==> src/design/mlpf_pkg.sv <==
// ---------------------------------------------------------------------------
// Monochrome page framebuffer package
// Shared types, operation codes and panel command constants.
// ---------------------------------------------------------------------------
`default_nettype none

package mlpf_pkg;

  localparam int COL_W  = 7;
  localparam int ROW_W  = 6;
  localparam int PAGE_W = 3;

  localparam logic [1:0] OP_SET_AREA = 2'd0;
  localparam logic [1:0] OP_FILL     = 2'd1;
  localparam logic [1:0] OP_PIXEL    = 2'd2;
  localparam logic [1:0] OP_PULL     = 2'd3;

  localparam logic [7:0] CMD_PAGE      = 8'hB0;
  localparam logic [7:0] CMD_COL_LO    = 8'h00;
  localparam logic [7:0] CMD_COL_HI    = 8'h10;
  localparam logic [7:0] CMD_RMW_START = 8'hE0;

  typedef enum logic [2:0] {
    ST_CLEAR,
    ST_IDLE,
    ST_PIX_WR,
    ST_FILL_RD,
    ST_FILL_WR,
    ST_PULL_OUT
  } state_e;

  typedef enum logic [2:0] {
    PH_PAGE,
    PH_COL_LO,
    PH_COL_HI,
    PH_RMW_START,
    PH_DATA
  } phase_e;

  typedef struct packed {
    logic set_area;
    logic fill_start;
    logic pixel_step;
    logic pull_rd;
    logic clear_step;
    logic fill_rd;
    logic fill_wr;
    logic pix_wr;
    logic pull_out;
  } cmd_t;

  typedef struct packed {
    logic clearing;
    logic visible;
    logic pix_on;
    logic fill_done;
    logic out_free;
  } status_t;

endpackage

`default_nettype wire

==> src/design/mlpf_ctrl.sv <==
// ---------------------------------------------------------------------------
// Monochrome page framebuffer controller
// Sequences clearing, fill walks, pixel updates and flush byte requests.
// ---------------------------------------------------------------------------
`default_nettype none

module mlpf_ctrl (
  input  wire logic             clk_i,
  input  wire logic             rst_ni,
  input  wire logic             s_axis_tvalid,
  output logic                  s_axis_tready,
  input  wire logic [1:0]       op_i,
  input  wire mlpf_pkg::status_t status_i,
  output mlpf_pkg::cmd_t        cmd_o
);

  mlpf_pkg::state_e state_q, state_d;
  logic             accept;

  assign accept = s_axis_tvalid && s_axis_tready;

  always_ff @(posedge clk_i or negedge rst_ni) begin
    if (!rst_ni) begin
      state_q <= mlpf_pkg::ST_CLEAR;
    end else begin
      state_q <= state_d;
    end
  end

  always_comb begin
    state_d = state_q;
    case (state_q)
      mlpf_pkg::ST_CLEAR: begin
        if (!status_i.clearing) state_d = mlpf_pkg::ST_IDLE;
      end
      mlpf_pkg::ST_IDLE: begin
        if (accept) begin
          case (op_i)
            mlpf_pkg::OP_FILL: begin
              if (status_i.visible) state_d = mlpf_pkg::ST_FILL_RD;
            end
            mlpf_pkg::OP_PIXEL: begin
              if (status_i.visible && status_i.pix_on) state_d = mlpf_pkg::ST_PIX_WR;
            end
            mlpf_pkg::OP_PULL: state_d = mlpf_pkg::ST_PULL_OUT;
            default: state_d = mlpf_pkg::ST_IDLE;
          endcase
        end
      end
      mlpf_pkg::ST_PIX_WR:  state_d = mlpf_pkg::ST_IDLE;
      mlpf_pkg::ST_FILL_RD: state_d = mlpf_pkg::ST_FILL_WR;
      mlpf_pkg::ST_FILL_WR: begin
        state_d = status_i.fill_done ? mlpf_pkg::ST_IDLE : mlpf_pkg::ST_FILL_RD;
      end
      mlpf_pkg::ST_PULL_OUT: begin
        if (status_i.out_free) state_d = mlpf_pkg::ST_IDLE;
      end
      default: state_d = mlpf_pkg::ST_CLEAR;
    endcase
  end

  always_comb begin
    cmd_o         = '0;
    s_axis_tready = 1'b0;
    case (state_q)
      mlpf_pkg::ST_CLEAR: cmd_o.clear_step = status_i.clearing;
      mlpf_pkg::ST_IDLE: begin
        s_axis_tready = 1'b1;
        cmd_o.set_area   = accept && (op_i == mlpf_pkg::OP_SET_AREA);
        cmd_o.fill_start = accept && (op_i == mlpf_pkg::OP_FILL) && status_i.visible;
        cmd_o.pixel_step = accept && (op_i == mlpf_pkg::OP_PIXEL) && status_i.visible;
        cmd_o.pull_rd    = accept && (op_i == mlpf_pkg::OP_PULL);
      end
      mlpf_pkg::ST_PIX_WR:   cmd_o.pix_wr = 1'b1;
      mlpf_pkg::ST_FILL_RD:  cmd_o.fill_rd = 1'b1;
      mlpf_pkg::ST_FILL_WR:  cmd_o.fill_wr = 1'b1;
      mlpf_pkg::ST_PULL_OUT: cmd_o.pull_out = status_i.out_free;
      default: cmd_o = '0;
    endcase
  end

endmodule

`default_nettype wire

==> config.mk <==
export PLATFORM = sky130hd
export DESIGN_NAME = mlpf_ctrl
export DESIGN_NICKNAME = d
export VERILOG_FILES = /design/src/design/mlpf_pkg.sv /design/src/design/mlpf_ctrl.sv
export SDC_FILE = /design/constraint.sdc
export NUM_CORES = 1
export LEC_CHECK = 0
export BUFFER_PORTS_ARGS = -buffer_cell sky130_fd_sc_hd__buf_2
export CORE_AREA = 4 4 41 43
export DETAILED_ROUTE_END_ITERATION = 10
export DIE_AREA = 0 0 45 47
export GPL_ROUTABILITY_DRIVEN = 0
export PLACE_DENSITY = 0.57
export SLEW_MARGIN = 25
export SYNTH_ARGS = -nofsm -noshare
export SYNTH_HDL_FRONTEND = slang
export SYNTH_SLANG_ARGS = --single-unit
==> constraint.sdc <==
create_clock -name clk_i -period 1.51 [get_ports clk_i]
set_clock_uncertainty 0.1 [all_clocks]
set_input_delay 0.302 -clock clk_i [delete_from_list [all_inputs] [get_ports clk_i]]
set_output_delay 0.302 -clock clk_i [all_outputs]
set_load 0.1 [all_outputs]
==> results of run 1 <==
final cells by class:
class	count	share of cell area (%)
multi-input cells	31	38.4
clock buffers	4	3.14
repair buffers	34	45.4
well taps	15	2.24
flip-flops and latches	3	9.42
inverters	3	1.35
layout by cell type, fill, tap and decap left out, types with 2 or more instances in the layout:
master     n
clkbuf_4   3
buf_6      2
buf_2      9
nand2_1    2
and3_4     4
dfrtp_2    3
buf_12    11
inv_1      3
o21ai_0    2
nor2b_1    2
buf_4     11
ha_1       5
nor3b_4    3
and2_4     2
metal layers:
layer / vias up / part of all wire [%]
li1: 211 / -
met1: 177 / 41
met2: 15 / 53
met3: 0 / 5.9
met4: 0 / 0
met5: - / 0
power breakdown:
part	total, mW	switching, mW	internal, mW
Clock	0.140	0.0411	0.0990
Sequential	0.174	0.0472	0.127
Combinational	1.52	0.835	0.686
Total	1.84	0.924	0.912
final timing paths:
kind / startpoint / cells past startpoint / slack [ps] / to
min in group clk_i: status_i[1] / 4 / 360 / state_q[1]
max in group asynchronous: rst_ni / 2 / 900 / state_q[1]
hold / removal: rst_ni / 2 / 290 / state_q[0]
setup / recovery: state_q[2] / 4 / -300 / cmd_o[7]
setup reg to reg: state_q[0] / 4 / 140 / state_q[2]
hold reg to reg: state_q[0] / 4 / 650 / state_q[0]
critical path: stages (launching register included):
cell	delay, ps
dfrtp_2	420
nor3b_4	230
and2_4	180
and3_4	180
buf_12	170
kinds of logic after synthesis:
kind of cell / Yosys count / synth area share [%]
AOI/OAI and AO/OA: 6 / 11.6
adders and majority gates: 5 / 18.1
buffers and inverters: 3 / 3.26
DFF: 3 / 21.7
and+or+nand+nor: 20 / 45.3
metrics by stage:
step	hold WS [ps]	TNS (ps)	total power [mW]	cells	area (µm²)
after floorplan	-93.6	-6810	0.967	37	388
after global placement	-0.176	-198	1.49	82	747
after detailed placement	-0.0724	-237	1.50	82	747
after CTS	286	-2140	1.72	88	810
after global routing	310	-2730	1.92	90	837
final	295	-2230	1.84	90	837
what timing repair did:
| action | in CTS | in global routing |
|---|---|---|
| hold buffers | 1 | 0 |
| setup buffers | 1 | 2 |
| resized for setup | 5 | 3 |
| pin swaps | 2 | 3 |
| hold endpoints to repair | 3 | 0 |
| endpoints found under the setup margin | 10 | 10 |
==> flow_summary.yaml, run 1 <==
status:
  status: "complete, but fails checks"
  violations: "setup timing"
synthesis:
  synth_edf_count: 0
  synth_flop_cell: "dfrtp_1"
  synth-seq-cells: 3
  netlist_area_um2: 345
  synth_top_area_share_pct: 21.7
  netlist_top_cells_area: "dfrtp_1 (22%), ha_1 (18%), nor2b_1 (5.4%), nor3b_4 (5.4%), and3_2 (4.3%)"
  ys_types: 22
  ys_seq_area_share_pct: 21.7
  synth_cells: 37
  postSynth.asyncResetShare_pct: 100
  synth_common_cells: "ha_1 (5), dfrtp_1 (3), inv_1 (3), nor2b_1 (3)"
  synthMostInstantiatedCell: "ha_1"
  synth_area_leader_cell: "dfrtp_1"
  synth_area_per_cell_um2: 9.33
  ys_warn_count: 0
  syn-num-nets: 52
worst_setup_path:
  worst_ep_required_time_ps: 1110
  crit_type: "reg -> out"
  arrival_ps: 1410
  start_kind: "flop"
  cp_max_fo: 2
  endpoint_kind: "output pin"
timing:
  rsz0062_at_grt: "yes"
  min_period_ps: 1810
  finalCritPeriodShare_pct: 120
  slew_headroom_pct: 82.0
  hold_viol_final: 0
  tightest_slew_ps: 268
  drv_slew: 0
  setup_violations: 10
  clock.fmax_mhz: 552
  setup_ws_ps: -302
floorplanning:
  core_mm2: 0.00130
  die_h_um: 47
  boundaryPins: 20
  start_util_pct: 26.5
  die_area_mm2: 0.00212
  die_w_um: 45
  row_count: 13
place:
  post-place-ws_ps: -105
  dp_hpwl_um: 806
  portBuffers: 19
global_route:
  met2_usage_pct: 17.5
  gr-max-usage-layer: "met2"
  grt_pass1_vias: 393
  grt_overflow: 0
  grt_usage_pct: 10.5
  met1_usage_pct: 12.5
  grt_start_max_net_pins: 9
  antenna_found_initial: 0
  grt_pass1_wl_mm: 1.59
  use_met3_pct: 3.83
power:
  p_leak_nw: 0.403
  powerDensity_mw_per_mm2: 2190
  vdd_drop_max_mv: 1.77
job:
  cap_viol_max_count: 0
drt:
  routed_via_density: 4.48
  wire_per_inst_um: 11.2
  drtAntennaViolNets: 0
  drc: 0
  drtIter0Drc: 2
  first_pass_iters: 4
  vias: 403
  routed_wl_mm: 1.01
clock_network:
  cts.clk_slew.worst_paths_ps: 40
  clockRootBuffer: "clkbuf_4"
  numCtsBuffers: 3
  clk_latency_ps: 230
  htree_num_levels: 1
  cts.sinks: 3
  cts_tree: "built"
  cts_buffer_depth: 2
finish:
  syn_to_final_growth_pct: 142
  regMostFlops: "state_q"
  drive_gt1_share_pct: 68.0
  final_core_util_pct: 64.3
  register_area_um2: 78.8
  largest_register_ffs: 3
  fin_nets: 91
  reg_top3: "state_q (3)"
  multi_input_area_um2: 322
  antenna_cells: 0
  fill_cells: 111
min_path:
  hold_class: "in -> async"
No activity file was read; power rests on OpenSTA's default activity.
==> run 2: changes to the inputs <==
--- a/config.mk
+++ b/config.mk
@@ -6,11 +6,14 @@
 export NUM_CORES = 1
 export LEC_CHECK = 0
 export BUFFER_PORTS_ARGS = -buffer_cell sky130_fd_sc_hd__buf_2
-export CORE_AREA = 4 4 41 43
+export CELL_PAD_IN_SITES_DETAIL_PLACEMENT = 1
+export CELL_PAD_IN_SITES_GLOBAL_PLACEMENT = 2
+export CORE_MARGIN = 4
+export CORE_UTILIZATION = 21
+export CTS_CLUSTER_DIAMETER = 60
 export DETAILED_ROUTE_END_ITERATION = 10
-export DIE_AREA = 0 0 45 47
 export GPL_ROUTABILITY_DRIVEN = 0
-export PLACE_DENSITY = 0.57
+export PLACE_DENSITY = 0.77
 export SLEW_MARGIN = 25
 export SYNTH_ARGS = -nofsm -noshare
 export SYNTH_HDL_FRONTEND = slang
==> run 2 against run 1 <==
  * Clock power about the same
  * Critical path depth did not move
  * Hold slack worse by 0.72 ps
  * Design area increased by 1.3%
  * Highest routed layer is now met4
  * Flip-flop and latch count unchanged
  * Global-route usage is 1.5 points higher
  * Sequential share of layout area down 0.13 points
  * The flow still finishes with violations (setup timing)
  * Total power rose by 4.4%
  * Final cell count up 4.4%
==> flow_summary.yaml, run 2 (synthesis gave the netlist of run 1 again) <==
status:
  status: "complete, but fails checks"
  violations: "setup timing"
worst_setup_path:
  cp_cell_sequence: "nor3b_4 > and2_4 > and3_4 > buf_12"
  cp_max_fo: 3
  crit_type: "reg -> out"
  start_kind: "flop"
  cpLargestDelayFamily: "simple AND/OR/NAND/NOR gates"
  r2r.worst_path.cells: 5
  endpoint_kind: "output pin"
  worst_path_max_delay_cell: "dfrtp_2"
  ff2ff_setup_slack_ps: 30
  arrival_ps: 1460
  max_stage_delay_ps: 410
  worst_ep_required_time_ps: 1110
  crit_buf_inv: 1
  worstReg2RegStart: "state_q[0]"
  r2r-end: "state_q[2]"
drt:
  vias: 446
  wire_per_inst_um: 14.0
  drtIter0Drc: 1
  routed_via_density: 4.74
  drc: 0
  drtAntennaViolNets: 0
  first_pass_iters: 2
  routed_wl_mm: 1.32
power:
  powerDensity_mw_per_mm2: 2260
  vdd_drop_max_mv: 0.829
  total_power_mw: 1.92
  p_leak_nw: 0.411
timing:
  finalSetupTns_ps: -2480
  tightest_slew_ps: 293
  hold_viol_final: 0
  slew_headroom_pct: 80.4
  drv_slew: 0
  rsz0062_at_grt: "yes"
  finalCritPeriodShare_pct: 123
  clock.fmax_mhz: 537
  min_period_ps: 1860
  hold-worst-slack_ps: 294
  setup_ws_ps: -353
  setup_violations: 10
place:
  portBuffers: 19
  dp_hpwl_mm: 1.09
finish:
  reg_top3: "state_q (3)"
  syn_to_final_growth_pct: 146
  largest_register_ffs: 3
  multi_input_area_um2: 322
  fin_nets: 94
  final_core_util_pct: 55.7
  final_common_cell: "buf_4"
  layout_common_cells: "buf_4 (15), buf_12 (10), buf_2 (9), ha_1 (5), and3_4 (4)"
  fill_cells: 166
  antenna_cells: 0
  drive_gt1_share_pct: 69.2
  regMostFlops: "state_q"
  register_area_um2: 78.8
clock_network:
  numCtsBuffers: 3
  clockRootBuffer: "clkbuf_4"
  cts.clk_slew.worst_paths_ps: 40
  cts_tree: "built"
  clk_latency_ps: 230
  htree_num_levels: 1
  cts_buffer_depth: 2
  cts.sinks: 3
floorplanning:
  die_w_um: 48.6
  core_mm2: 0.00152
  die_area_mm2: 0.00236
  start_util_pct: 22.7
  row_count: 14
  die_h_um: 48.6
  boundaryPins: 20
global_route:
  grt_overflow: 0
  grt_usage_pct: 12.0
  grt_pass1_vias: 490
  grt_start_max_net_pins: 8
  grt_pass1_wl_mm: 2.17
  antenna_found_initial: 0
min_path:
  hold_class: "in -> async"
job:
  cap_viol_max_count: 0
## run 2: cell types whose count changed in the layout (fill, tap and decap cells not counted)
cell and change:
buf_12 -1, buf_4 +4
## run 2: worst reg2reg max path: stages, from the launching register on
cell	delay [ps]
dfrtp_2	410
buf_4	160
nor2b_4	120
and2_4	140
buf_4	130
a311o_1	300
## run 2: power breakdown
part           switching [mW]  leakage [nW]  internal [mW]
sequential             0.0403        0.0331          0.127
clock                  0.0424        0.0150         0.0991
combinational           0.876         0.363          0.730
## run 2: per-stage QoR
stage | instances | cell area [µm²] | worst slack (ps)
after floorplan | 37 | 388 | -933
after global placement | 85 | 751 | -106
after detailed placement | 85 | 751 | -130
after CTS | 93 | 837 | -382
after global routing | 94 | 848 | -409
final | 94 | 848 | -353
## run 2: routing by layer
layer  track usage, %  part of all wire, %  up-vias  routed length (µm)
met2             23.3                   62       13                 813
met1             11.0                   32      213                 418
met5                0                    0        -                   0
li1                 -                    -      218                   -
met3             2.15                  5.5        2                  72
met4             8.07                 0.84        0                  11
## run 2: worst max path at each step
stage                          end  startpoint  cells after the start
after floorplan           cmd_o[7]  state_q[1]                      3
after global placement    cmd_o[7]  state_q[1]                      4
after detailed placement  cmd_o[6]  state_q[1]                      4
after CTS                 cmd_o[6]  state_q[2]                      4
after global routing      cmd_o[7]  state_q[1]                      4
final                     cmd_o[6]  state_q[1]                      4
## run 2: what timing repair did
action	CTS	global route
setup buffers	4	3
endpoints found under the setup margin	10	13
gates resized for setup	7	2
endpoints found under the hold margin	3	0
pin swaps	7	4
hold buffers	1	0
## run 2: layout make-up
type	instances	share of cell area, %
clock buffers	4	3.10
inverters	3	1.33
multi-input cells	31	37.9
repair buffers	37	46.0
well taps	16	2.36
flip-flops and latches	3	9.29
